File: config.mk
export PLATFORM = sky130hd
export DESIGN_NAME = met_mul
export DESIGN_NICKNAME = d
export VERILOG_FILES = /design/src/sv/met_pkg.sv /design/src/sv/met_mul.sv
export SDC_FILE = /design/constraint.sdc
export NUM_CORES = 2
export LEC_CHECK = 0
export ABC_CLOCK_PERIOD_IN_PS = 14100
export BUFFER_PORTS_ARGS = -buffer_cell sky130_fd_sc_hd__buf_2
export CORE_MARGIN = 2
export CORE_UTILIZATION = 35
export CTS_CLUSTER_DIAMETER = 120
export DETAILED_ROUTE_END_ITERATION = 10
export GPL_TIMING_DRIVEN = 1
export PLACE_DENSITY = 0.51
export REMOVE_ABC_BUFFERS = 1
export SLEW_MARGIN = 40
export SYNTH_ARGS = -nofsm -noshare
export SYNTH_HDL_FRONTEND = slang
export SYNTH_SLANG_ARGS = --single-unit
File: constraint.sdc
create_clock -name clk -period 14.1 [get_ports clk]
set_input_delay 1.41 -clock clk [delete_from_list [all_inputs] [get_ports clk]]
set_output_delay 1.41 -clock clk [all_outputs]
set_load 0.02 [all_outputs]
File: src/sv/met_pkg.sv
// ----------------------------------------------------------------------------
// met_pkg: shared types and constants of the escape-time engine
// Word formats, configuration record, unit request/response records and the
// sequencer state type.
// ----------------------------------------------------------------------------
package met_pkg;

  // fixed word widths
  localparam int WORD_W    = 32;            // signed fixed-point word
  localparam int RECIP_W   = 31;            // unsigned reciprocal / ratio
  localparam int CNT_W     = 16;            // iteration count, shade, max_iter
  localparam int MUL_W     = WORD_W + 1;    // multiplier operand, signed
  localparam int ACC_W     = 2 * MUL_W;     // full product / wide sums
  localparam int CFG_IDX_W = 3;
  localparam int STEP_W    = $clog2(CNT_W + 1);

  typedef logic signed [WORD_W-1:0] word_t;
  typedef logic signed [ACC_W-1:0]  acc_t;

  // configuration register indexes
  typedef enum logic [CFG_IDX_W-1:0] {
    REG_ZOOM_SCALE  = 3'd0,
    REG_OFFSET_REAL = 3'd1,
    REG_OFFSET_IMAG = 3'd2,
    REG_INV_WIDTH   = 3'd3,
    REG_INV_HEIGHT  = 3'd4,
    REG_ASPECT      = 3'd5,
    REG_MAX_ITER    = 3'd6
  } cfg_reg_t;

  typedef struct packed {
    logic [WORD_W-1:0]  zoom_scale;
    logic [WORD_W-1:0]  offset_real;
    logic [WORD_W-1:0]  offset_imag;
    logic [RECIP_W-1:0] inv_width;
    logic [RECIP_W-1:0] inv_height;
    logic [RECIP_W-1:0] aspect;
    logic [CNT_W-1:0]   max_iter;
  } cfg_t;

  localparam cfg_t CFG_RESET = '{
    zoom_scale:  32'h1000_0000,
    offset_real: 32'h0000_0000,
    offset_imag: 32'h0000_0000,
    inv_width:   31'h0004_0000,
    inv_height:  31'h0004_0000,
    aspect:      31'h1000_0000,
    max_iter:    16'd256
  };

  // request to the shared multiplier
  typedef struct packed {
    logic             shift;   // rescale product by the fraction bits
    logic [MUL_W-1:0] op_a;
    logic [MUL_W-1:0] op_b;
  } mul_req_t;

  // shade divider handshake
  typedef struct packed {
    logic             start;
    logic [CNT_W-1:0] dividend;
    logic [CNT_W-1:0] divisor;
  } div_req_t;

  typedef struct packed {
    logic             done;
    logic [CNT_W-1:0] quotient;
  } div_rsp_t;

  typedef enum logic [4:0] {
    ST_IDLE,
    ST_MX_MUL,
    ST_MX_CHK,
    ST_MA_MUL,
    ST_MA_CHK,
    ST_MX_CTR,
    ST_MZX_MUL,
    ST_MZX_CHK,
    ST_MY_MUL,
    ST_MY_CHK,
    ST_MY_CTR,
    ST_MZY_MUL,
    ST_MZY_CHK,
    ST_SQ_R,
    ST_SQ_I,
    ST_SQ_CHK,
    ST_LOOP,
    ST_UPD,
    ST_DIV_GO,
    ST_DIV_WAIT,
    ST_EMIT
  } seq_state_t;

  // value lies in the signed word range
  function automatic logic fits_word(acc_t v);
    logic [ACC_W-WORD_W:0] hi;
    hi = v[ACC_W-1:WORD_W-1];
    return (&hi) | ~(|hi);
  endfunction

  // sign-extend a word to the wide sum format
  function automatic acc_t word_ext(word_t w);
    return acc_t'(w);
  endfunction

  // word as a multiplier operand
  function automatic logic [MUL_W-1:0] mul_word(word_t w);
    return {w[WORD_W-1], w};
  endfunction

  // unsigned reciprocal as a multiplier operand
  function automatic logic [MUL_W-1:0] mul_recip(logic [RECIP_W-1:0] r);
    return {{(MUL_W-RECIP_W){1'b0}}, r};
  endfunction

endpackage

File: src/sv/met_mul.sv
// ----------------------------------------------------------------------------
// met_mul: shared signed multiplier
// One signed product per cycle, optionally rescaled by the fraction bits
// (arithmetic shift, rounds toward minus infinity), result registered.
// ----------------------------------------------------------------------------
module met_mul #(
  parameter int FRAC_BITS = 28
) (
  input  logic              clk,
  input  met_pkg::mul_req_t req,
  output met_pkg::acc_t     prod
);

  met_pkg::acc_t raw;
  met_pkg::acc_t prod_r;

  // full-width signed product
  assign raw = $signed(req.op_a) * $signed(req.op_b);

  // product register
  always_ff @(posedge clk) begin
    prod_r <= req.shift ? (raw >>> FRAC_BITS) : raw;
  end

  assign prod = prod_r;

endmodule

==> reports/results.ini <==
[route]
wirelength_mm = 114
drt-initial-drc-count = 1362
vias = 28156
drtAntennaViolNets = 0
post_drt_via_cell_ratio = 4.78
drt-pass1-iter-count = 5
drt-wirelength-per-cell_um = 19.4
drcViolationCount = 0

[finish]
largest_reg_flops = 66
fillers = 11918
design_area_um2 = 43300
areaGrowthSynthToFinish_pct = 5.82
instances_no_fill = 5886
drive_above_1_share_pct = 5.23
layout_common_cells = inv_1, fa_1, nand2_1
nets = 5786

[sta]
fmax_mhz = 98.9
setup_slack_ps = 3990
drv_slew = 0
max-slew-margin-rel_pct = 40.4
setup_tns_ps = 0
worst_pin_slew_ps = 894
fin_crit_sh_pct = 71.7
setup_viol = 0
hold_viol_final = 0
period_minus_slack_ps = 10110
rsz0062_at_grt = no

[critical_path]
worstPathRequired_ps = 14280
crit_path_max_incr_delay_ps = 770
cp.depth = 29
crit_path_end_kind = flip-flop
slowest_stage = fa_1
startpoint = req[6]
worst_ep_arrival_time_ps = 10290
path_buf_inv = 9
start_kind = input port
crit_path_frequent_cell = fa_1
crit_path_max_fanout = 33
critPathCapture = prod[40]
crit_type = in -> reg
critPathTopFamily = adder cells

[synthesis]
synthDistinctLibCells = 63
yosys.area_share.adder_pct = 62.6
synth_cells = 4399
yosysWarnings = 0
synth_ff_type = dfxtp_1
synth-seq-area-share_pct = 3.23
synth_edf_count = 0
muxShareOfSynthArea_pct = 0.440
ys_ff_latch = 66
syn_area_um2 = 40900
synth_top_family_by_area = adder cells
syn_area_per_cell_um2 = 9.31
synth-simple-area-share_pct = 15.2
async_flop_share_pct = 0
synth_compound_area_share_pct = 4.17
synth_xor_area_share_pct = 1.60

[clocking]
cts_root_buffer = clkbuf_16
post_cts_resized = 0
hold_buffers = 0
cts-htree-levels = 3
clk_pin_slew_ps = 60
cts.sinks = 66
cts_setup_buffers = 0
cts_buffer_depth = 2
numCtsBuffers = 9
cts_tree = yes

[floorplanning]
fp.dieW_um = 346
core_um2 = 116000
die_area_um2 = 120000
die_y_um = 346
ios = 134
start_util_pct = 35.3
rows = 125

[min_path]
holdCritPathClass = in -> reg

[global_routing]
antenna_found_initial = 6
grt_pass1_vias = 31850
grt_max_degree = 68
grt_pass1_wl_mm = 186
grt_usage_pct = 19.9
grt_overflow = 0

[placed_design]
post_dp_cell_area_um2 = 43000
dp_cells = 5868
port_buffers = 133
place_ws_ps = 3580
hpwl_mm = 95.0
gp_congestion = 0.884

[flow_run]
max_cap_violations = 0

[status]
status = finished clean

## Yosys cell counts, types with 10 or more instances
master	instances	area [um2]
nor2_1	75	282
xor2_1	32	280
ha_1	217	2720
a21o_1	30	225
nand2_1	556	2090
xnor2_1	43	377
and2_1	551	3450
nor3_1	13	65.1
clkbuf_1	217	815
fa_1	1145	22900
nand2b_1	13	81.3
o21ai_0	47	235
o21ai_2	20	175
nand3_1	23	115
a31oi_1	10	62.6
a21oi_1	78	390
inv_1	1146	4300
dfxtp_1	66	1320
## routing by layer
metal | share of wire (%) | global-route usage [%]
met5 | 0.014 | 0
met4 | 1.7 | 3.24
met3 | 4.3 | 1.42
met2 | 49 | 34.2
met1 | 45 | 28.1
## layout make-up
cell class              count  area, um2  area share, %
diodes                      1       2.50        0.00578
clock buffers               9        225          0.520
clock inverters             7       52.6          0.121
inverters                1147       4310           9.94
multi-input cells        2960      34400           79.4
flip-flops and latches     66       1320           3.05
well taps                1524       1910           4.40
repair buffers            172       1090           2.52
## worst min path at each step
stage	startpoint	endpoint	cells after the start
global route	req[66]	prod[44]	3
detailed placement	prod[9]	prod[9]	1
global placement	prod[9]	prod[9]	1
finish	req[66]	prod[44]	3
CTS	req[66]	prod[44]	3
floorplan	req[66]	prod[61]	1
## per-stage QoR
stage,util (%),hold slack (ps)
floorplan,-,1500
global placement,36.9,1830
detailed placement,37.0,1830
CTS,37.3,1650
global route,37.3,1670
finish,37.3,1640
## cell families (layout without fill, tap and decap cells)
family	Yosys count	in the layout
flops	66	66
other cells	0	1
buf+inv	1373	1335
xor+xnor	75	75
mux	16	16
compound gates	253	253
simple gates	1254	1254
fa+ha+maj	1362	1362
Power is left out: the tool's default activity adds up to more than one toggle a clock period on the data nets, which glitch-free logic cannot reach.
