[config.mk]
export PLATFORM = sky130hd
export DESIGN_NAME = met_div
export DESIGN_NICKNAME = d
export VERILOG_FILES = /design/src/sv/met_pkg.sv /design/src/sv/met_div.sv
export SDC_FILE = /design/constraint.sdc
export NUM_CORES = 1
export LEC_CHECK = 0
export ABC_AREA = 0
export BUFFER_PORTS_ARGS = -buffer_cell sky130_fd_sc_hd__clkbuf_2
export CORE_ASPECT_RATIO = 2
export CORE_MARGIN = 2
export CORE_UTILIZATION = 60
export DETAILED_ROUTE_END_ITERATION = 16
export HOLD_SLACK_MARGIN = 0.05
export PLACE_DENSITY = 0.8
export SKIP_CTS_REPAIR_TIMING = 1
export SYNTH_ARGS = -nofsm -noshare
export SYNTH_HDL_FRONTEND = slang
export SYNTH_SLANG_ARGS = --single-unit
[constraint.sdc]
create_clock -name clk -period 6.8 [get_ports clk]
set_input_delay 0.68 -clock clk [delete_from_list [all_inputs] [get_ports clk]]
set_output_delay 0.68 -clock clk [all_outputs]
set_load 0.05 [all_outputs]
[src/sv/met_pkg.sv]
// ----------------------------------------------------------------------------
// met_pkg: shared types and constants of the escape-time engine
// Word formats, configuration record, unit request/response records and the
// sequencer state type.
// ----------------------------------------------------------------------------
package met_pkg;

  // fixed word widths
  localparam int WORD_W    = 32;            // signed fixed-point word
  localparam int RECIP_W   = 31;            // unsigned reciprocal / ratio
  localparam int CNT_W     = 16;            // iteration count, shade, max_iter
  localparam int MUL_W     = WORD_W + 1;    // multiplier operand, signed
  localparam int ACC_W     = 2 * MUL_W;     // full product / wide sums
  localparam int CFG_IDX_W = 3;
  localparam int STEP_W    = $clog2(CNT_W + 1);

  typedef logic signed [WORD_W-1:0] word_t;
  typedef logic signed [ACC_W-1:0]  acc_t;

  // configuration register indexes
  typedef enum logic [CFG_IDX_W-1:0] {
    REG_ZOOM_SCALE  = 3'd0,
    REG_OFFSET_REAL = 3'd1,
    REG_OFFSET_IMAG = 3'd2,
    REG_INV_WIDTH   = 3'd3,
    REG_INV_HEIGHT  = 3'd4,
    REG_ASPECT      = 3'd5,
    REG_MAX_ITER    = 3'd6
  } cfg_reg_t;

  typedef struct packed {
    logic [WORD_W-1:0]  zoom_scale;
    logic [WORD_W-1:0]  offset_real;
    logic [WORD_W-1:0]  offset_imag;
    logic [RECIP_W-1:0] inv_width;
    logic [RECIP_W-1:0] inv_height;
    logic [RECIP_W-1:0] aspect;
    logic [CNT_W-1:0]   max_iter;
  } cfg_t;

  localparam cfg_t CFG_RESET = '{
    zoom_scale:  32'h1000_0000,
    offset_real: 32'h0000_0000,
    offset_imag: 32'h0000_0000,
    inv_width:   31'h0004_0000,
    inv_height:  31'h0004_0000,
    aspect:      31'h1000_0000,
    max_iter:    16'd256
  };

  // request to the shared multiplier
  typedef struct packed {
    logic             shift;   // rescale product by the fraction bits
    logic [MUL_W-1:0] op_a;
    logic [MUL_W-1:0] op_b;
  } mul_req_t;

  // shade divider handshake
  typedef struct packed {
    logic             start;
    logic [CNT_W-1:0] dividend;
    logic [CNT_W-1:0] divisor;
  } div_req_t;

  typedef struct packed {
    logic             done;
    logic [CNT_W-1:0] quotient;
  } div_rsp_t;

  typedef enum logic [4:0] {
    ST_IDLE,
    ST_MX_MUL,
    ST_MX_CHK,
    ST_MA_MUL,
    ST_MA_CHK,
    ST_MX_CTR,
    ST_MZX_MUL,
    ST_MZX_CHK,
    ST_MY_MUL,
    ST_MY_CHK,
    ST_MY_CTR,
    ST_MZY_MUL,
    ST_MZY_CHK,
    ST_SQ_R,
    ST_SQ_I,
    ST_SQ_CHK,
    ST_LOOP,
    ST_UPD,
    ST_DIV_GO,
    ST_DIV_WAIT,
    ST_EMIT
  } seq_state_t;

  // value lies in the signed word range
  function automatic logic fits_word(acc_t v);
    logic [ACC_W-WORD_W:0] hi;
    hi = v[ACC_W-1:WORD_W-1];
    return (&hi) | ~(|hi);
  endfunction

  // sign-extend a word to the wide sum format
  function automatic acc_t word_ext(word_t w);
    return acc_t'(w);
  endfunction

  // word as a multiplier operand
  function automatic logic [MUL_W-1:0] mul_word(word_t w);
    return {w[WORD_W-1], w};
  endfunction

  // unsigned reciprocal as a multiplier operand
  function automatic logic [MUL_W-1:0] mul_recip(logic [RECIP_W-1:0] r);
    return {{(MUL_W-RECIP_W){1'b0}}, r};
  endfunction

endpackage

[src/sv/met_div.sv]
// ----------------------------------------------------------------------------
// met_div: shade divider
// Restoring division, one quotient bit a cycle: (dividend << 16) / divisor,
// for a dividend below the divisor. A zero divisor gives a zero quotient.
// ----------------------------------------------------------------------------
module met_div (
  input  logic              clk,
  input  logic              rst_n,
  input  met_pkg::div_req_t req,
  output met_pkg::div_rsp_t rsp
);

  localparam int CW = met_pkg::CNT_W;
  localparam int SW = met_pkg::STEP_W;

  logic          busy_r;
  logic          done_r;
  logic [SW-1:0] step_r;
  logic [CW-1:0] rem_r;
  logic [CW-1:0] rem_nxt;
  logic [CW-1:0] quo_r;
  logic [CW-1:0] quo_nxt;
  logic [CW-1:0] div_r;
  logic [CW:0]   dbl;
  logic [CW:0]   diff;
  logic          ge;

  // one restoring step
  always_comb begin
    dbl     = {rem_r, 1'b0};
    diff    = dbl - {1'b0, div_r};
    ge      = dbl >= {1'b0, div_r};
    rem_nxt = ge ? diff[CW-1:0] : dbl[CW-1:0];
    quo_nxt = {quo_r[CW-2:0], ge};
  end

  // step control
  always_ff @(posedge clk) begin
    if (!rst_n) begin
      busy_r <= 1'b0;
      done_r <= 1'b0;
      step_r <= '0;
    end else begin
      done_r <= 1'b0;
      if (req.start) begin
        busy_r <= 1'b1;
        step_r <= SW'(CW);
      end else if (busy_r) begin
        step_r <= step_r - SW'(1);
        if (step_r == SW'(1)) begin
          busy_r <= 1'b0;
          done_r <= 1'b1;
        end
      end
    end
  end

  // remainder and quotient
  always_ff @(posedge clk) begin
    if (req.start) begin
      rem_r <= req.dividend;
      quo_r <= '0;
      div_r <= req.divisor;
    end else if (busy_r) begin
      rem_r <= rem_nxt;
      quo_r <= quo_nxt;
    end
  end

  assign rsp.done     = done_r;
  assign rsp.quotient = (div_r == '0) ? '0 : quo_r;

endmodule

==> results of run 1 <==
==> report_power, final <==
part | internal [mW] | switching (mW)
clock network | 0.0711 | 0.0998
registers | 0.410 | 0.0312
logic | 0.201 | 0.268
==> kinds of logic (layout without fill, tap and decap cells) <==
group	after synthesis	in the layout	share of synthesized area
mux	19	19	0.0608
compound gates	69	69	0.141
xor+xnor	15	15	0.0417
buf+inv	33	82	0.0465
fa+ha+maj	19	19	0.0779
simple gates	106	106	0.181
flops	55	55	0.452
==> cell type report <==
cell class	count	area (µm²)
inverter	21	78.8
tap	58	72.6
fill	411	1590
timing repair buffer	53	270
clock inverter	2	8.76
sequential	55	1420
clock buffer	6	72.6
multi-input combinational	228	1580
==> registers in the layout (all words and copies together), names as in the netlist <==
signal / flops
busy_r: 1
div_r: 16
done_r: 1
quo_r: 16
rem_r: 16
step_r: 5
==> placed cells by master, fill, tap and decap left out, types with 3 or more instances in the layout <==
cell      instances
nor4_1            5
o31a_1            4
dfxtp_1          23
ha_1             18
nor3_1            7
o21ai_0          10
edfxtp_1         32
clkbuf_2         51
inv_1            21
xnor2_1          10
mux2i_1          18
and2_1           17
xor2_1            5
nand2_1          18
a21oi_1          28
o21ai_1           7
a21o_1            3
nor2_1           29
nor3b_2           3
nand2b_1          3
nor2b_1           8
clkbuf_8          5
==> per-stage QoR <==
stage | setup WS (ns) | hold slack (ns) | power, mW
floorplan | 4.29 | 0.452 | 0.822
global placement | 4.01 | 0.472 | 0.898
detailed placement | 3.95 | 0.494 | 0.913
CTS | 3.86 | 0.516 | 1.08
global route | 3.69 | 0.527 | 1.15
finish | 3.89 | 0.511 | 1.08
==> final timing paths <==
| path | from | endpoint | cells past startpoint | slack [ns] |
|---|---|---|---|---|
| max reg2reg | rem_r[2] | rem_r[3] | 7 | 3.91 |
| max | div_r[11] | rsp[0] | 4 | 3.89 |
| min | quo_r[15] | quo_r[15] | 2 | 0.51 |
| min reg2reg | quo_r[15] | quo_r[15] | 2 | 0.51 |
==> layer usage <==
layer / global-route usage / part of all wire / up-vias / routed length, µm
li1: - / - / 1218 / -
met1: 0.241 / 0.36 / 1142 / 2480
met2: 0.443 / 0.55 / 69 / 3780
met3: 0.0377 / 0.034 / 28 / 233
met4: 0.162 / 0.051 / 0 / 351
met5: 0 / 0 / - / 0
==> worst max-delay path, stage by stage, from the launching register on <==
cell,delay (ns)
edfxtp_1,0.40
nor4_1,0.42
nand4_1,0.51
and2_1,0.35
clkbuf_2,0.24
==> flow_summary.toml, run 1 <==
[setup_path]
critPathMaxFanout = 16
cp_data_required_time_ns = 6.12
path_class = "register to output pin"
cp-start-kind = "register"
cp.arrival_ns = 2.23
end_kind = "output pin"

[clocking]
htreeDepth = 2
cts_root_buffer = "clkbuf_8"
cts.clk_slew.worst_paths_ns = 0.10
cts.sinks = 55
cts_buffers = 5
clock_path_buffers = 2
cts_tree = "built"
clkLatencyLatePin_ns = 0.31

[routing]
drt_iter0_markers = 69
wirelength_mm = 6.84
drc = 0
drt-pass1-iter-count = 4
vias_per_cell = 5.81
via_count = 2457
ant_nets = 0
wl_per_cell_um = 16.2

[timing]
skew_ns = 0.0125
fin_crit_sh = 0.428
setup_viol = 0
rsz0062_at_grt = "false"
slew_headroom = 0.520
finalHoldViolCount = 0
max_freq_ghz = 0.344
worst_pin_slew_ns = 0.720
period_needed_ns = 2.91
slew_viol_final = 0
timing.setup.tns_ns = 0

[finish]
synthToLayoutAreaGrowth_pct = 11.3
antennaDiodeCount = 0
post-route-cell-area_um2 = 3500
utilization = 0.688
drive_gt1_frac = 0.197
stdcell_count = 423
nets = 418

[global_routing]
grt_pass1_vias = 2509
gr-total-overflow = 0
grt_max_degree = 71
antenna_found_initial = 0
grt.total_usage = 0.241
grt_pass1_wl_mm = 11.1

[yosys]
postSynthAreaPerCell_um2 = 9.96
synth_ff_type = "edfxtp_1"
synthArstFlopShare = 0
synth_seq_cells = 55
yosysMostFrequentCell = "edfxtp_1"
synth_seq_area_share = 0.452
synth_top_area_frac = 0.305
synth-edff-count = 32
post_synth_num_cell_types = 48
yosys.area.top_type = "edfxtp_1"
yosys-top-cells-count = "32 x edfxtp_1, 29 x nor2_1, 28 x a21oi_1"
synth_area_leaders = "edfxtp_1 31%, dfxtp_1 15%, ha_1 7.2%, mux2i_1 5.7%, a21oi_1 4.5%"
yosysWarnings = 0
synth_fp_nets = 370
syn-cell-area_um2 = 3150
synth_cells = 316

[placement]
placed_area_um2 = 3420
port_buffers = 51
gp_congestion = 0.930
dpl.cell_count = 415
dp_hpwl_mm = 5.17

[floorplanning]
ios = 52
rows = 37
dieHeight_um = 106
die_area_um2 = 5880
start_util = 0.618
core_region_area_um2 = 5090
die_x_um = 55.2

[run]
cap_violations = 0

[pwr]
p_leak_nw = 1.51
ir_drop_mv = 0.263
power.density_nw_per_um2 = 309

[status]
status = "complete, no violations"

[worst_hold_path]
hold_class = "register to register"
Power figures use the tool's default switching activity.
==> run 2, diff against run 1 <==
--- a/config.mk
+++ b/config.mk
@@ -5,14 +5,14 @@
 export SDC_FILE = /design/constraint.sdc
 export NUM_CORES = 1
 export LEC_CHECK = 0
-export ABC_AREA = 0
+export ABC_AREA = 1
 export BUFFER_PORTS_ARGS = -buffer_cell sky130_fd_sc_hd__clkbuf_2
 export CORE_ASPECT_RATIO = 2
 export CORE_MARGIN = 2
-export CORE_UTILIZATION = 60
+export CORE_UTILIZATION = 52
 export DETAILED_ROUTE_END_ITERATION = 16
 export HOLD_SLACK_MARGIN = 0.05
-export PLACE_DENSITY = 0.8
+export PLACE_DENSITY = 0.73
 export SKIP_CTS_REPAIR_TIMING = 1
 export SYNTH_ARGS = -nofsm -noshare
 export SYNTH_HDL_FRONTEND = slang
==> constraint.sdc (replaced) <==
create_clock -name clk -period 2.3 [get_ports clk]
set_input_delay 0.23 -clock clk [delete_from_list [all_inputs] [get_ports clk]]
set_output_delay 0.23 -clock clk [all_outputs]
set_load 0.05 [all_outputs]
==> flow_summary.toml, run 2 <==
[global_routing]
grt_pass1_vias = 3187
antenna_found_initial = 0
gr-total-overflow = 0
grt.total_usage = 0.233
grt_max_degree = 34
grt_pass1_wl_mm = 13.9

[placement]
port_buffers = 51
gp_congestion = 0.913
dp_hpwl_mm = 6.72
placed_area_um2 = 3920

[routing]
drc = 0
wl_per_cell_um = 13.8
drt_iter0_markers = 141
ant_nets = 0
vias_per_cell = 5.15
wirelength_mm = 8.42
via_count = 3150
drt-pass1-iter-count = 4

[timing]
worst_pin_slew_ns = 0.471
skew_ns = 0.00433
fin_crit_sh = 0.954
slew_headroom = 0.685
period_needed_ns = 2.19
setup_viol = 0
max_freq_ghz = 0.456
slew_viol_final = 0
finalHoldViolCount = 0

[yosys]
synth_ff_type = "edfxtp_1"
yosys.area.top_type = "edfxtp_1"
synth-edff-count = 32
synthArstFlopShare = 0
synth_area_leaders = "edfxtp_1 27%, nand2_1 13%, dfxtp_1 13%, inv_1 8.8%, ha_1 6.3%"
post_synth_num_cell_types = 35
yosysMostFrequentCell = "nand2_1"
synth_seq_area_share = 0.398
synth_fp_nets = 521
synth_seq_cells = 55
postSynthAreaPerCell_um2 = 7.65
yosysWarnings = 0
synth_cells = 467
syn-cell-area_um2 = 3570
synth_top_area_frac = 0.269
yosys-top-cells-count = "127 x nand2_1, 84 x inv_1, 35 x nor2_1"

[clocking]
clock_path_buffers = 2
cts_root_buffer = "clkbuf_16"
clkLatencyLatePin_ns = 0.29
cts.clk_slew.worst_paths_ns = 0.07
cts_tree = "built"
cts.sinks = 55
htreeDepth = 2
cts_buffers = 5

[pwr]
ir_drop_mv = 0.672
p_int_mw = 2.21
clkPwrFrac = 0.245
swShare = 0.354
p_leak_nw = 2.08
power_frac_seq = 0.358
p_sw_mw = 1.21
power.density_nw_per_um2 = 820
p_comb_frac = 0.397

[setup_path]
cp-start-kind = "register"
cpPeakStageDelay_ns = 0.39
cp_common_cell = "nand2_1"
end_kind = "register"
path_class = "register to register"
cp_data_required_time_ns = 2.35
cp.arrival_ns = 2.24
path_cells = "ha_1, ha_1, nand2_1, nor2_1, nand3_1, nor2_4, nor2_4, buf_4, nand3_1, nand2_1, inv_1, nand2_1, nand2_1"
critPathMaxFanout = 4
crit_slowest_cell = "edfxtp_1"

[floorplanning]
core_region_area_um2 = 6620
dieHeight_um = 121
rows = 42
die_area_um2 = 7590
die_x_um = 62.6
ios = 52
start_util = 0.540

[run]
cap_violations = 0

[worst_hold_path]
hold_class = "input port to register"

[finish]
antennaDiodeCount = 0
synthToLayoutAreaGrowth_pct = 16.7
final_common_cell = "nand2_1"
nets = 577
utilization = 0.630
reg.largest.list = "div_r: 16 flops, quo_r: 16 flops, rem_r: 16 flops"
drive_gt1_frac = 0.223
mostFrequentLayoutCells = "127 x nand2_1, 82 x inv_1, 51 x clkbuf_2, 35 x nor2_1, 32 x edfxtp_1"
fillers = 614
post-route-cell-area_um2 = 4170

[status]
status = "complete, no violations"
## run 2: changes by cell type after synthesis, moves of 15 or more
cell     change
a21oi_1     -19
and2_1      -16
inv_1       +63
mux2i_1     -18
nand2_1    +109
nand2_2     +16
nand3_1     +28
o22ai_1     +15
## run 2: metal layers
layer | track usage | wire length, µm | vias up
met2 | 0.441 | 4600 | 82
met4 | 0.178 | 515 | 0
met1 | 0.230 | 3100 | 1441
met5 | 0 | 0 | -
li1 | - | - | 1599
met3 | 0.0167 | 203 | 28
## run 2: worst paths after layout
path	startpoint	end	slack, ns	cells past startpoint
max	rem_r[0]	rem_r[15]	0.11	13
min	req[4]	div_r[4]	0.11	1
max reg2reg	rem_r[0]	rem_r[15]	0.11	13
min reg2reg	quo_r[15]	quo_r[15]	0.48	2
## run 2: final cells by class
type	instances	area, µm²	share of cell area
clock buffer	7	136	0.0327
clock inverter	1	30.0	0.00720
inverter	88	330	0.0792
multi-input combinational	313	1820	0.436
sequential	55	1420	0.341
tap	88	110	0.0264
timing repair buffer	60	327	0.0783
## run 2: power groups by stage
stage                     Combinational, mW  Clock, mW  Sequential (mW)
after floorplan                        1.01          0             1.22
after global placement                 1.25          0             1.23
after detailed placement               1.27          0             1.23
after CTS                              1.28      0.856             1.21
after global routing                   1.51      0.884             1.24
final                                  1.36      0.838             1.23
## run 2: metrics by stage
step                      total power [mW]  setup TNS (ns)  setup WS, ns  cells  hold slack [ns]
after floorplan                       2.23               0         0.375    467            0.329
after global placement                2.48               0         0.123    602            0.407
after detailed placement              2.50               0        0.0884    602            0.409
after CTS                             3.35               0        0.0806    610            0.106
after global routing                  3.63         -0.0662       -0.0287    612            0.110
final                                 3.42               0         0.107    612            0.113
## run 2: worst max-delay path: cells and delay by family, from the launching register on
family        cells  cell delay, ns
fa+ha+maj         2            0.60
buf+inv           2            0.21
simple gates      9            0.77
flops             1            0.39
## run 2: cells by family after synthesis
kind of cell               share of synthesized area
xor gates and xnor gates                      0.0172
adders and majority gates                     0.0686
AOI/OAI and AO/OA                             0.0497
buffers and inverters                          0.114
and+or+nand+nor                                0.353
DFF                                            0.398
==> run 3, diff against run 2 <==
--- a/config.mk
+++ b/config.mk
@@ -5,14 +5,12 @@
 export SDC_FILE = /design/constraint.sdc
 export NUM_CORES = 1
 export LEC_CHECK = 0
-export ABC_AREA = 1
 export BUFFER_PORTS_ARGS = -buffer_cell sky130_fd_sc_hd__clkbuf_2
 export CORE_ASPECT_RATIO = 2
-export CORE_MARGIN = 2
-export CORE_UTILIZATION = 52
+export CORE_UTILIZATION = 51
 export DETAILED_ROUTE_END_ITERATION = 16
 export HOLD_SLACK_MARGIN = 0.05
-export PLACE_DENSITY = 0.73
+export PLACE_DENSITY = 0.82
 export SKIP_CTS_REPAIR_TIMING = 1
 export SYNTH_ARGS = -nofsm -noshare
 export SYNTH_HDL_FRONTEND = slang
==> flow_summary.toml, run 3 (same netlist as run 1, synthesis figures left out) <==
[finish]
stdcell_count = 490
mostFrequentLayoutCells = "62 x buf_4, 51 x clkbuf_2, 32 x edfxtp_1, 29 x nor2_1, 25 x a21oi_1"
ff_latch_area_um2 = 1420
fillers = 427
final_common_cell = "buf_4"
post-route-cell-area_um2 = 4100
antennaDiodeCount = 0
reg.largest.list = "div_r: 16 flops, quo_r: 16 flops, rem_r: 16 flops"
synthToLayoutAreaGrowth_pct = 30.3
nets = 480
drive_gt1_frac = 0.333
multi_input_area_um2 = 1630

[setup_path]
cp.depth = 8
rr_worst_depth = 8
cpPeakStageDelay_ns = 0.44
critPathMaxFanout = 12
cp.arrival_ns = 2.66
path_cells = "inv_2, ha_4, a21o_1, a211oi_4, or3b_4, o31a_4, or2b_1, o21ai_1"
end_kind = "register"
regToRegEndpoint = "rem_r[7]"
crit_path_end = "rem_r[7]"
cp_data_required_time_ns = 2.35
cp-start-kind = "register"
r2r_start = "div_r[14]"
crit_start = "div_r[14]"
cp_top_family = "compound AO/OA/AOI/OAI gates"
crit_slowest_cell = "or3b_4"
critPathBufInv = 1
path_class = "register to register"
r2r_slack_ns = -0.31

[pwr]
total_power_mw = 4.06
p_leak_nw = 1.85
power.density_nw_per_um2 = 990
ir_drop_mv = 0.855

[timing]
worst_pin_slew_ns = 0.569
finalHoldViolCount = 0
fin_crit_sh = 1.13
setup_slack_ns = -0.310
setup_viol = 17
rsz0062_at_grt = "true"
hold_slack_ns = 0.109
slew_viol_final = 0
max_freq_ghz = 0.383
skew_ns = 0.00746
timing.setup.tns_ns = -4.61
slew_headroom = 0.621
period_needed_ns = 2.61

[worst_hold_path]
hold_class = "input port to register"

[status]
violations = "design-rule violations, negative setup slack"
status = "finished with violations"

[clocking]
cts.sinks = 55
clkLatencyLatePin_ns = 0.30
clock_path_buffers = 2
htreeDepth = 2
cts.clk_slew.worst_paths_ns = 0.07
cts_root_buffer = "clkbuf_16"
cts_buffers = 5
cts_tree = "built"

[floorplanning]
ios = 52
core_region_area_um2 = 5960
die_x_um = 57.5
dieHeight_um = 113
rows = 40
die_area_um2 = 6510
start_util = 0.528

[routing]
drt-pass1-iter-count = 10
drc = 1
via_count = 2768
wirelength_mm = 8.36
vias_per_cell = 5.65
ant_nets = 0
wl_per_cell_um = 17.1
drt_iter0_markers = 88

[global_routing]
grt.total_usage = 0.267
gr-total-overflow = 0
grt_pass1_vias = 2885
grt_max_degree = 28
grt_pass1_wl_mm = 12.9
antenna_found_initial = 0

[placement]
dpl.cell_count = 479
port_buffers = 51
gp_congestion = 0.915
dp_hpwl_mm = 6.39
placed_area_um2 = 3900

[run]
cap_violations = 0
==> run 3: worst register-to-register path, stage by stage, from the launching register on <==
cell	delay [ns]
edfxtp_1	0.40
inv_2	0.10
ha_4	0.21
a21o_1	0.18
a211oi_4	0.28
or3b_4	0.45
o31a_4	0.43
or2b_1	0.23
o21ai_1	0.08
==> run 3: per-layer routing <==
| layer | share of wire | GRT usage | wire length [µm] | vias up |
|---|---|---|---|---|
| met1 | 0.35 | 0.253 | 2930 | 1317 |
| met5 | 0 | 0 | 0 | - |
| met4 | 0.053 | 0.192 | 443 | 0 |
| met3 | 0.028 | 0.0286 | 236 | 28 |
| met2 | 0.57 | 0.504 | 4740 | 83 |
| li1 | - | - | - | 1340 |
==> run 3: through the flow <==
step                      setup WS (ns)   util
final                            -0.310  0.688
after global routing             -0.387  0.688
after CTS                        -0.472  0.679
after detailed placement         -0.460  0.655
after global placement           -0.407  0.655
after floorplan                  -0.118      -
==> run 3: where the power goes <==
| group | switching [mW] | total, mW | internal (mW) | leakage [nW] |
|---|---|---|---|---|
| clock network | 0.336 | 0.739 | 0.403 | 0.0685 |
| registers | 0.0920 | 1.31 | 1.21 | 0.506 |
| logic | 0.996 | 2.01 | 1.02 | 1.27 |
==> run 3: how the worst min path moves through the flow <==
stage | start | endpoint | slack [ns] | cells past startpoint
after floorplan | req[0] | div_r[0] | 0.33 | 0
after global placement | req[5] | div_r[5] | 0.41 | 1
after detailed placement | req[5] | div_r[5] | 0.41 | 1
final | req[6] | div_r[6] | 0.11 | 1
after global routing | req[6] | div_r[6] | 0.1 | 1
after CTS | req[11] | div_r[11] | 0.11 | 1
==> run 3: area by class of cell <==
cell class / count / share of cell area
multi-input combinational: 228 / 0.397
sequential: 55 / 0.347
timing repair buffer: 115 / 0.183
clock buffer: 6 / 0.0314
inverter: 21 / 0.0192
tap: 63 / 0.0192
clock inverter: 2 / 0.00305
