`src/sv/met_pkg.sv`:
```
// ----------------------------------------------------------------------------
// met_pkg: shared types and constants of the escape-time engine
// Word formats, configuration record, unit request/response records and the
// sequencer state type.
// ----------------------------------------------------------------------------
package met_pkg;

  // fixed word widths
  localparam int WORD_W    = 32;            // signed fixed-point word
  localparam int RECIP_W   = 31;            // unsigned reciprocal / ratio
  localparam int CNT_W     = 16;            // iteration count, shade, max_iter
  localparam int MUL_W     = WORD_W + 1;    // multiplier operand, signed
  localparam int ACC_W     = 2 * MUL_W;     // full product / wide sums
  localparam int CFG_IDX_W = 3;
  localparam int STEP_W    = $clog2(CNT_W + 1);

  typedef logic signed [WORD_W-1:0] word_t;
  typedef logic signed [ACC_W-1:0]  acc_t;

  // configuration register indexes
  typedef enum logic [CFG_IDX_W-1:0] {
    REG_ZOOM_SCALE  = 3'd0,
    REG_OFFSET_REAL = 3'd1,
    REG_OFFSET_IMAG = 3'd2,
    REG_INV_WIDTH   = 3'd3,
    REG_INV_HEIGHT  = 3'd4,
    REG_ASPECT      = 3'd5,
    REG_MAX_ITER    = 3'd6
  } cfg_reg_t;

  typedef struct packed {
    logic [WORD_W-1:0]  zoom_scale;
    logic [WORD_W-1:0]  offset_real;
    logic [WORD_W-1:0]  offset_imag;
    logic [RECIP_W-1:0] inv_width;
    logic [RECIP_W-1:0] inv_height;
    logic [RECIP_W-1:0] aspect;
    logic [CNT_W-1:0]   max_iter;
  } cfg_t;

  localparam cfg_t CFG_RESET = '{
    zoom_scale:  32'h1000_0000,
    offset_real: 32'h0000_0000,
    offset_imag: 32'h0000_0000,
    inv_width:   31'h0004_0000,
    inv_height:  31'h0004_0000,
    aspect:      31'h1000_0000,
    max_iter:    16'd256
  };

  // request to the shared multiplier
  typedef struct packed {
    logic             shift;   // rescale product by the fraction bits
    logic [MUL_W-1:0] op_a;
    logic [MUL_W-1:0] op_b;
  } mul_req_t;

  // shade divider handshake
  typedef struct packed {
    logic             start;
    logic [CNT_W-1:0] dividend;
    logic [CNT_W-1:0] divisor;
  } div_req_t;

  typedef struct packed {
    logic             done;
    logic [CNT_W-1:0] quotient;
  } div_rsp_t;

  typedef enum logic [4:0] {
    ST_IDLE,
    ST_MX_MUL,
    ST_MX_CHK,
    ST_MA_MUL,
    ST_MA_CHK,
    ST_MX_CTR,
    ST_MZX_MUL,
    ST_MZX_CHK,
    ST_MY_MUL,
    ST_MY_CHK,
    ST_MY_CTR,
    ST_MZY_MUL,
    ST_MZY_CHK,
    ST_SQ_R,
    ST_SQ_I,
    ST_SQ_CHK,
    ST_LOOP,
    ST_UPD,
    ST_DIV_GO,
    ST_DIV_WAIT,
    ST_EMIT
  } seq_state_t;

  // value lies in the signed word range
  function automatic logic fits_word(acc_t v);
    logic [ACC_W-WORD_W:0] hi;
    hi = v[ACC_W-1:WORD_W-1];
    return (&hi) | ~(|hi);
  endfunction

  // sign-extend a word to the wide sum format
  function automatic acc_t word_ext(word_t w);
    return acc_t'(w);
  endfunction

  // word as a multiplier operand
  function automatic logic [MUL_W-1:0] mul_word(word_t w);
    return {w[WORD_W-1], w};
  endfunction

  // unsigned reciprocal as a multiplier operand
  function automatic logic [MUL_W-1:0] mul_recip(logic [RECIP_W-1:0] r);
    return {{(MUL_W-RECIP_W){1'b0}}, r};
  endfunction

endpackage

```
`src/sv/met_stream_if.sv`:
```
// ----------------------------------------------------------------------------
// met_stream_if: pixel and result channels
// Valid/ready channels; a word moves on a clock edge with valid and ready high.
// ----------------------------------------------------------------------------
interface met_in_if #(
  parameter int COORD_BITS = 12
) ();
  logic                  valid;
  logic                  ready;
  logic [COORD_BITS-1:0] pixel_x;
  logic [COORD_BITS-1:0] pixel_y;

  modport source (output valid, output pixel_x, output pixel_y, input ready);
  modport sink   (input valid, input pixel_x, input pixel_y, output ready);
endinterface

interface met_out_if #(
  parameter int COORD_BITS = 12
) ();
  logic                  valid;
  logic                  ready;
  logic [COORD_BITS-1:0] out_x;
  logic [COORD_BITS-1:0] out_y;
  logic [15:0]           escape_count;
  logic [15:0]           shade;

  modport source (output valid, output out_x, output out_y, output escape_count,
                  output shade, input ready);
  modport sink   (input valid, input out_x, input out_y, input escape_count,
                  input shade, output ready);
endinterface

```
`src/sv/met_seq.sv`:
```
// ----------------------------------------------------------------------------
// met_seq: escape-time sequencer
// Maps the pixel to c, runs z = z^2 + c through the shared multiplier, counts
// steps, starts the shade division and holds the result word.
// ----------------------------------------------------------------------------
module met_seq #(
  parameter int COORD_BITS = 12,
  parameter int FRAC_BITS  = 28
) (
  input  logic              clk,
  input  logic              rst_n,
  met_in_if.sink            in_pix,
  met_out_if.source         out_res,
  input  met_pkg::cfg_t     cfg,
  output met_pkg::mul_req_t mul_req,
  input  met_pkg::acc_t     prod,
  output met_pkg::div_req_t div_req,
  input  met_pkg::div_rsp_t div_rsp
);

  localparam int CW = met_pkg::CNT_W;
  localparam int MW = met_pkg::MUL_W;
  localparam int WW = met_pkg::WORD_W;

  // half in the fixed-point format, and the bailout radius squared
  localparam met_pkg::acc_t CENTER = met_pkg::acc_t'(1) <<< (FRAC_BITS - 1);
  localparam met_pkg::acc_t LIMIT  = met_pkg::acc_t'(4) <<< FRAC_BITS;

  met_pkg::seq_state_t   state_r, state_nxt;
  logic [COORD_BITS-1:0] px_r, px_nxt;
  logic [COORD_BITS-1:0] py_r, py_nxt;
  met_pkg::word_t        t_r, t_nxt;
  met_pkg::word_t        cr_r, cr_nxt;
  met_pkg::word_t        ci_r, ci_nxt;
  met_pkg::word_t        zr_r, zr_nxt;
  met_pkg::word_t        zi_r, zi_nxt;
  met_pkg::acc_t         rr_r, rr_nxt;
  met_pkg::acc_t         ii_r, ii_nxt;
  logic [CW-1:0]         cnt_r, cnt_nxt;
  logic [CW-1:0]         count_r, count_nxt;
  logic                  init_r, init_nxt;
  met_pkg::acc_t         sum_a;
  met_pkg::acc_t         sum_b;
  logic                  load_out;

  logic                  out_valid_r;
  logic [COORD_BITS-1:0] out_x_r;
  logic [COORD_BITS-1:0] out_y_r;
  logic [CW-1:0]         out_count_r;
  logic [CW-1:0]         out_shade_r;

  // next state and unit control
  always_comb begin
    state_nxt = state_r;
    px_nxt    = px_r;
    py_nxt    = py_r;
    t_nxt     = t_r;
    cr_nxt    = cr_r;
    ci_nxt    = ci_r;
    zr_nxt    = zr_r;
    zi_nxt    = zi_r;
    rr_nxt    = rr_r;
    ii_nxt    = ii_r;
    cnt_nxt   = cnt_r;
    count_nxt = count_r;
    init_nxt  = init_r;
    sum_a     = '0;
    sum_b     = '0;
    load_out  = 1'b0;
    in_pix.ready     = 1'b0;
    mul_req          = '0;
    div_req.start    = 1'b0;
    div_req.dividend = count_r;
    div_req.divisor  = cfg.max_iter;

    case (state_r)
      met_pkg::ST_IDLE: begin
        in_pix.ready = 1'b1;
        if (in_pix.valid) begin
          px_nxt    = in_pix.pixel_x;
          py_nxt    = in_pix.pixel_y;
          cnt_nxt   = '0;
          state_nxt = met_pkg::ST_MX_MUL;
        end
      end

      // real axis: x * inv_width, * aspect, - 0.5, * zoom + offset
      met_pkg::ST_MX_MUL: begin
        mul_req.op_a = {{(MW-COORD_BITS){1'b0}}, px_r};
        mul_req.op_b = met_pkg::mul_recip(cfg.inv_width);
        state_nxt    = met_pkg::ST_MX_CHK;
      end
      met_pkg::ST_MX_CHK: begin
        sum_a = prod;
        t_nxt = sum_a[WW-1:0];
        state_nxt = met_pkg::fits_word(sum_a) ? met_pkg::ST_MA_MUL : met_pkg::ST_DIV_GO;
        count_nxt = '0;
      end
      met_pkg::ST_MA_MUL: begin
        mul_req.shift = 1'b1;
        mul_req.op_a  = met_pkg::mul_word(t_r);
        mul_req.op_b  = met_pkg::mul_recip(cfg.aspect);
        state_nxt     = met_pkg::ST_MA_CHK;
      end
      met_pkg::ST_MA_CHK: begin
        sum_a = prod;
        t_nxt = sum_a[WW-1:0];
        state_nxt = met_pkg::fits_word(sum_a) ? met_pkg::ST_MX_CTR : met_pkg::ST_DIV_GO;
        count_nxt = '0;
      end
      met_pkg::ST_MX_CTR: begin
        sum_a = met_pkg::word_ext(t_r) - CENTER;
        t_nxt = sum_a[WW-1:0];
        state_nxt = met_pkg::fits_word(sum_a) ? met_pkg::ST_MZX_MUL : met_pkg::ST_DIV_GO;
        count_nxt = '0;
      end
      met_pkg::ST_MZX_MUL: begin
        mul_req.shift = 1'b1;
        mul_req.op_a  = met_pkg::mul_word(t_r);
        mul_req.op_b  = met_pkg::mul_word(cfg.zoom_scale);
        state_nxt     = met_pkg::ST_MZX_CHK;
      end
      met_pkg::ST_MZX_CHK: begin
        sum_a  = prod + met_pkg::word_ext(cfg.offset_real);
        cr_nxt = sum_a[WW-1:0];
        zr_nxt = sum_a[WW-1:0];
        state_nxt = met_pkg::fits_word(sum_a) ? met_pkg::ST_MY_MUL : met_pkg::ST_DIV_GO;
        count_nxt = '0;
      end

      // imaginary axis: y * inv_height, - 0.5, * zoom + offset
      met_pkg::ST_MY_MUL: begin
        mul_req.op_a = {{(MW-COORD_BITS){1'b0}}, py_r};
        mul_req.op_b = met_pkg::mul_recip(cfg.inv_height);
        state_nxt    = met_pkg::ST_MY_CHK;
      end
      met_pkg::ST_MY_CHK: begin
        sum_a = prod;
        t_nxt = sum_a[WW-1:0];
        state_nxt = met_pkg::fits_word(sum_a) ? met_pkg::ST_MY_CTR : met_pkg::ST_DIV_GO;
        count_nxt = '0;
      end
      met_pkg::ST_MY_CTR: begin
        sum_a = met_pkg::word_ext(t_r) - CENTER;
        t_nxt = sum_a[WW-1:0];
        state_nxt = met_pkg::fits_word(sum_a) ? met_pkg::ST_MZY_MUL : met_pkg::ST_DIV_GO;
        count_nxt = '0;
      end
      met_pkg::ST_MZY_MUL: begin
        mul_req.shift = 1'b1;
        mul_req.op_a  = met_pkg::mul_word(t_r);
        mul_req.op_b  = met_pkg::mul_word(cfg.zoom_scale);
        state_nxt     = met_pkg::ST_MZY_CHK;
      end
      met_pkg::ST_MZY_CHK: begin
        sum_a    = prod + met_pkg::word_ext(cfg.offset_imag);
        ci_nxt   = sum_a[WW-1:0];
        zi_nxt   = sum_a[WW-1:0];
        init_nxt = 1'b1;
        state_nxt = met_pkg::fits_word(sum_a) ? met_pkg::ST_SQ_R : met_pkg::ST_DIV_GO;
        count_nxt = '0;
      end

      // squares of z; also the bailout test after an update
      met_pkg::ST_SQ_R: begin
        mul_req.shift = 1'b1;
        mul_req.op_a  = met_pkg::mul_word(zr_r);
        mul_req.op_b  = met_pkg::mul_word(zr_r);
        state_nxt     = met_pkg::ST_SQ_I;
      end
      met_pkg::ST_SQ_I: begin
        mul_req.shift = 1'b1;
        mul_req.op_a  = met_pkg::mul_word(zi_r);
        mul_req.op_b  = met_pkg::mul_word(zi_r);
        rr_nxt        = prod;
        state_nxt     = met_pkg::ST_SQ_CHK;
      end
      met_pkg::ST_SQ_CHK: begin
        ii_nxt = prod;
        sum_a  = rr_r + prod;
        if (!init_r && (sum_a > LIMIT)) begin
          count_nxt = cnt_r;
          state_nxt = met_pkg::ST_DIV_GO;
        end else begin
          if (!init_r) begin
            cnt_nxt = cnt_r + CW'(1);
          end
          init_nxt  = 1'b0;
          state_nxt = met_pkg::ST_LOOP;
        end
      end

      // loop head: limit check, cross term
      met_pkg::ST_LOOP: begin
        if (cnt_r == cfg.max_iter) begin
          count_nxt = '0;
          state_nxt = met_pkg::ST_DIV_GO;
        end else begin
          mul_req.shift = 1'b1;
          mul_req.op_a  = met_pkg::mul_word(zr_r);
          mul_req.op_b  = met_pkg::mul_word(zi_r);
          state_nxt     = met_pkg::ST_UPD;
        end
      end
      // z = z^2 + c; overflow counts as escape
      met_pkg::ST_UPD: begin
        sum_a  = rr_r - ii_r + met_pkg::word_ext(cr_r);
        sum_b  = (prod <<< 1) + met_pkg::word_ext(ci_r);
        zr_nxt = sum_a[WW-1:0];
        zi_nxt = sum_b[WW-1:0];
        if (met_pkg::fits_word(sum_a) && met_pkg::fits_word(sum_b)) begin
          state_nxt = met_pkg::ST_SQ_R;
        end else begin
          count_nxt = cnt_r;
          state_nxt = met_pkg::ST_DIV_GO;
        end
      end

      // shade = (count << 16) / max_iter
      met_pkg::ST_DIV_GO: begin
        div_req.start = 1'b1;
        state_nxt     = met_pkg::ST_DIV_WAIT;
      end
      met_pkg::ST_DIV_WAIT: begin
        if (div_rsp.done) begin
          state_nxt = met_pkg::ST_EMIT;
        end
      end
      met_pkg::ST_EMIT: begin
        if (!out_valid_r || out_res.ready) begin
          load_out  = 1'b1;
          state_nxt = met_pkg::ST_IDLE;
        end
      end
      default: begin
        state_nxt = met_pkg::ST_IDLE;
      end
    endcase
  end

  // state register
  always_ff @(posedge clk) begin
    if (!rst_n) begin
      state_r <= met_pkg::ST_IDLE;
    end else begin
      state_r <= state_nxt;
    end
  end

  // working registers
  always_ff @(posedge clk) begin
    px_r    <= px_nxt;
    py_r    <= py_nxt;
    t_r     <= t_nxt;
    cr_r    <= cr_nxt;
    ci_r    <= ci_nxt;
    zr_r    <= zr_nxt;
    zi_r    <= zi_nxt;
    rr_r    <= rr_nxt;
    ii_r    <= ii_nxt;
    cnt_r   <= cnt_nxt;
    count_r <= count_nxt;
    init_r  <= init_nxt;
  end

  // result word register
  always_ff @(posedge clk) begin
    if (!rst_n) begin
      out_valid_r <= 1'b0;
    end else if (load_out) begin
      out_valid_r <= 1'b1;
    end else if (out_res.ready) begin
      out_valid_r <= 1'b0;
    end
  end

  always_ff @(posedge clk) begin
    if (load_out) begin
      out_x_r     <= px_r;
      out_y_r     <= py_r;
      out_count_r <= count_r;
      out_shade_r <= div_rsp.quotient;
    end
  end

  assign out_res.valid        = out_valid_r;
  assign out_res.out_x        = out_x_r;
  assign out_res.out_y        = out_y_r;
  assign out_res.escape_count = out_count_r;
  assign out_res.shade        = out_shade_r;

endmodule

```
`src/flat_wrapper.sv`:
```
// flat-port wrapper written by rule: the top's interface ports become plain ports
module met_seq_flat 
#(
  parameter int COORD_BITS = 12,
  parameter int FRAC_BITS  = 28
)
  (clk, rst_n, cfg, mul_req, prod, div_req, div_rsp, in_pix_valid, in_pix_pixel_x, in_pix_pixel_y, in_pix_ready, out_res_valid, out_res_out_x, out_res_out_y, out_res_escape_count, out_res_shade, out_res_ready);
  met_in_if #(.COORD_BITS(COORD_BITS)) in_pix_i ();
  met_out_if #(.COORD_BITS(COORD_BITS)) out_res_i ();
  input  logic clk;
  input  logic rst_n;
  input  met_pkg::cfg_t cfg;
  output met_pkg::mul_req_t mul_req;
  input  met_pkg::acc_t prod;
  output met_pkg::div_req_t div_req;
  input  met_pkg::div_rsp_t div_rsp;
  input wire logic [$bits(in_pix_i.valid)-1:0] in_pix_valid;
  input wire logic [$bits(in_pix_i.pixel_x)-1:0] in_pix_pixel_x;
  input wire logic [$bits(in_pix_i.pixel_y)-1:0] in_pix_pixel_y;
  output wire logic [$bits(in_pix_i.ready)-1:0] in_pix_ready;
  output wire logic [$bits(out_res_i.valid)-1:0] out_res_valid;
  output wire logic [$bits(out_res_i.out_x)-1:0] out_res_out_x;
  output wire logic [$bits(out_res_i.out_y)-1:0] out_res_out_y;
  output wire logic [$bits(out_res_i.escape_count)-1:0] out_res_escape_count;
  output wire logic [$bits(out_res_i.shade)-1:0] out_res_shade;
  input wire logic [$bits(out_res_i.ready)-1:0] out_res_ready;
  assign in_pix_i.valid = in_pix_valid;
  assign in_pix_i.pixel_x = in_pix_pixel_x;
  assign in_pix_i.pixel_y = in_pix_pixel_y;
  assign in_pix_ready = in_pix_i.ready;
  assign out_res_valid = out_res_i.valid;
  assign out_res_out_x = out_res_i.out_x;
  assign out_res_out_y = out_res_i.out_y;
  assign out_res_escape_count = out_res_i.escape_count;
  assign out_res_shade = out_res_i.shade;
  assign out_res_i.ready = out_res_ready;
  met_seq #(.COORD_BITS(COORD_BITS), .FRAC_BITS(FRAC_BITS)) u_core (.clk(clk), .rst_n(rst_n), .in_pix(in_pix_i), .out_res(out_res_i), .cfg(cfg), .mul_req(mul_req), .prod(prod), .div_req(div_req), .div_rsp(div_rsp));
endmodule
```
`config.mk`:
```
export PLATFORM = sky130hd
export DESIGN_NAME = met_seq_flat
export DESIGN_NICKNAME = d
export VERILOG_FILES = /design/src/sv/met_pkg.sv /design/src/sv/met_stream_if.sv /design/src/sv/met_seq.sv /design/src/flat_wrapper.sv
export SDC_FILE = /design/constraint.sdc
export NUM_CORES = 2
export LEC_CHECK = 0
export BUFFER_PORTS_ARGS = -buffer_cell sky130_fd_sc_hd__buf_2
export CORE_MARGIN = 2
export CORE_UTILIZATION = 34
export CTS_BUF_LIST = sky130_fd_sc_hd__clkbuf_2 sky130_fd_sc_hd__clkbuf_4 sky130_fd_sc_hd__clkbuf_8
export DETAILED_ROUTE_END_ITERATION = 10
export HOLD_SLACK_MARGIN = 0.03
export PLACE_DENSITY_LB_ADDON = 0.05
export SYNTH_ARGS = -nofsm -noshare
export SYNTH_HDL_FRONTEND = slang
export SYNTH_SLANG_ARGS = --single-unit
```
`constraint.sdc`:
```
create_clock -name clk -period 8.51 [get_ports clk]
set_input_delay 0 -clock clk [delete_from_list [all_inputs] [get_ports clk]]
set_output_delay 0 -clock clk [all_outputs]
set_load 0.02 [all_outputs]
```
==> impl_results.md <==
- Critical path peak fanout: 19
- Final Instance Area: 48300 um^2
- Async set-reset flop share out of synthesis: 0%
- Syn_area_per_cell: about 8.4 um^2
- Total Neg Setup Slack: 0 ps
- Vias in the first global route: between 30000 and 40000
- Vias/cell: 5.85
- GRT overflow: 0
- Slew Limit Fails: 0
- TritonCTS clock tree: done
- Clk buf depth: 3
- Worst Path Buf+Inv: 2
- Dpl cell area: between 40000 and 50000 um^2
- DRC Markers: 0
- Iter 0 DRT Violations: 4128
- Die footprint: between 100000 and 150000 um^2
- Clock sinks: ~400
- Area occupied by multi-input gates: approximately 27000 um^2
- I/O Pins: between 400 and 500
- Leakage power: 19.6 nW
- Status: completed
- Skew-Pair Late Insertion Delay: ~750 ps
- Yosys cell types: between 100 and 150
- Cells along the critical path: buf_4, ha_1, nand4_1, nor4_1, nand4_1, a211oi_1, a21oi_1, nand2_1, xor2_1, nor3_1, nand4_1, or4_1, nor4_2, o22ai_1, a2bb2oi_1, a31oi_1, dlygate4sd3_1
- Remaining antenna violation count: 0
- All-Layer GR Usage: 28.4%
- Headroom to the max-slew limit: 21.6%
- Post-Syn Nets: between 5000 and 6000
- Worst min path class: input port to flip-flop
- Number of nets in the layout: between 6000 and 7000
- Min Clock Period, post-route: slightly below 7000 ps
- Share of cells above drive strength 1: between 10% and 20%
- Initial Util: between 30% and 40%
- Critical hold path startpoint: cfg[148]
- Initial antenna violation count: 14
- Worst-path clk slew: ~70 ps
- Crit-path leading delay family: simple AND/OR/NAND/NOR gates
- Die H: approximately 350 um
- Synth-to-layout area growth: 17.8%
- Core Rows: around 130
- Crit path DAT: about 7400 ps
- Fin crit share: around four fifths
- H-tree Lvls: 3
- Ys flop type: edfxtp_1
- Critical path startpoint: u_core.ci_r[31]$_DFFE_PP_
- Worst Hold End: u_core.cr_r[7]$_DFFE_PN_
- Fillcell total: roughly 13000
- Max-Cap Viols: 0
- Critical setup path kind: flip-flop to flip-flop
- Most frequent cells in the layout: a21oi_1, nand2_1, buf_2, edfxtp_1, nor2_1
- Slew @ Worst Pin: ~1200 ps
- Gpl congestion: roughly 0.96
- Largest net degree at the start of global routing: 67
- Register area: approximately 12000 um^2
- Reg2Reg Setup Slack: roughly 1800 ps
- Commonest non-fill, non-tap cell in the layout: a21oi_1
- Core area: 120000 um^2
- Maximum vdd drop: 0.0000949 V
- Wire per inst: 25.4 um
- Cell area after synthesis: roughly 41000 um^2
- Critical path data required time: approximately 9100 ps
- Crit-path slowest cell: nor4_2
- Via Count: between 40000 and 50000
- Clock buffer count from CTS: 76
- Hold Vio Cnt, Final: 0
- Cells resized by post-CTS repair: 0
- Post-CTS Setup Bufs: 0
- Post-synthesis sequential area ratio: between 20% and 30%
- Hold Path Stages: 3
- DIE WIDTH: around 350 um
- Syn Inst Count: slightly below 5000
- Final setup viols: 0
- Clk root buf: clkbuf_8
- RSZ-0062 raised after global routing: no
- Crit path largest cell delay: just over 800 ps
- Post-DP HPWL: approximately 150 mm
- Reg-to-reg endpoint: u_core.state_r[2]$_SDFFE_PN0P_
- Worst Reg-to-Reg Cells: 17
- Crit path capture type: flip-flop
- Initial DRT Pass Iterations: 8
- Most frequent CP cell: nand4_1
- R2r startpoint: u_core.ci_r[31]$_DFFE_PP_
- PwrDens: between 150 and 200 nW/um^2
- First-pass GRT wire length: approximately 260 mm
- Clock Skews: a little under 70 ps
- PortBufs: approximately 470
- Post-synth EDFFs: about 410
- Synth Register Bits: 411
- Crit path launch type: flip-flop
- Final wirelength: 182 mm
- Max Clk Rate: between 100 and 150 MHz
- Yosys warning total: 0
-- layer usage --
metal,global-route usage [%],vias up,share of wire [%]
met3,3.66,295,6.6
met1,41.1,20300,47
li1,-,19600,-
met2,43.0,1622,43
met5,0,-,0.0072
met4,10.6,2,3.7
-- cell families (layout without fill, tap and decap cells) --
group,after synthesis,count (layout),share of synthesized area [%]
AND/OR/NAND/NOR,1628,1628,19.4
AO/OA/AOI/OAI,1622,1622,25.6
buffers and inverters,555,1174,5.40
flip-flops,411,411,30.0
adder cells (fa/ha/maj),396,396,13.3
XOR/XNOR,268,268,5.73
multiplexers,22,22,0.568
other,0,11,0
-- Yosys cell counts, drive strengths merged (28+ instances only) --
library cell  number  area share, %
buf               34           0.54
a222oi            31           0.76
nor4              79            1.3
fa                69            3.4
a211oi            50           0.94
nand4            159            2.4
o211ai            46           0.85
a21o             109            2.0
nor3              99            1.2
o21bai            56            1.0
a31oi             51           0.78
clkbuf           188            1.8
nor2             352            3.2
edfxtp           405             30
or3               32           0.49
o21a              54           0.99
nand2            514            4.7
o21ai            355            4.3
and3              40           0.62
nand3            131            1.6
a21oi            520            6.4
a22o              35           0.75
nor2b             52           0.79
a21boi            28           0.51
and2              45           0.69
xnor2            161            3.4
inv              331            3.0
xor2             107            2.3
a221o             49            1.2
ha               327             10
-- what timing repair did --
item | in CTS | in global routing
hold buffers | 200 | 0
hold endpoints to repair | 279 | 0
endpoints found under the setup margin | 0 | 0
-- through the flow --
stage | hold slack, ps | setup WS, ps | utilization [%] | power [mW] | std cells
after floorplan | 98.9 | 2630 | - | 4.36 | 4902
after global placement | 177 | 2370 | 37.4 | 5.52 | 6798
after detailed placement | 178 | 2290 | 37.4 | 5.51 | 6798
after CTS | 36.7 | 2070 | 40.3 | 7.58 | 7133
after global routing | 92.3 | 1440 | 40.3 | 7.92 | 7138
final | 111 | 1770 | 40.3 | 7.57 | 7144
-- sequential cells by signal, summed over array words and instances, names as in the netlist, 16 cells and up --
| name | count |
|---|---|
| u_core.cnt_r | 16 |
| u_core.ci_r | 32 |
| u_core.ii_r | 66 |
| u_core.out_res.shade | 16 |
| u_core.zi_r | 32 |
| u_core.rr_r | 66 |
| u_core.cr_r | 32 |
| u_core.zr_r | 32 |
| u_core.t_r | 32 |
| u_core.count_r | 16 |
| u_core.out_res.escape_count | 16 |
-- worst max path at each step --
stage,slack [ps],end,cells past startpoint
floorplan,2630,u_core.count_r[0]$_SDFFCE_PN0P_,18
global placement,2370,u_core.cnt_r[7]$_SDFFCE_PN0P_,15
detailed placement,2290,u_core.cnt_r[9]$_SDFFCE_PN0P_,15
CTS,2070,u_core.state_r[2]$_SDFFE_PN0P_,17
global route,1440,u_core.state_r[2]$_SDFFE_PN0P_,17
finish,1770,u_core.state_r[2]$_SDFFE_PN0P_,17
-- tightest hold or removal path, cell delays in order --
cell,delay [ps]
buf_2,200
ha_1,260
xnor2_1,180
-- where the power goes --
group          total [mW]  internal, mW  switching (mW)
clock network        1.97          1.04           0.933
registers            2.64          2.50           0.142
logic                2.95         0.964            1.99
total                7.57          4.50            3.06
-- layout make-up --
class,count,share of cell area [%]
flip-flops and latches,411,25.4
clock buffers,103,2.58
inverters,331,2.57
multi-input cells,3936,55.0
clock inverters,32,0.565
repair buffers,708,9.59
well taps,1612,4.17
diodes,11,0.0570
Note: power is estimated with default switching activity, not from simulation.
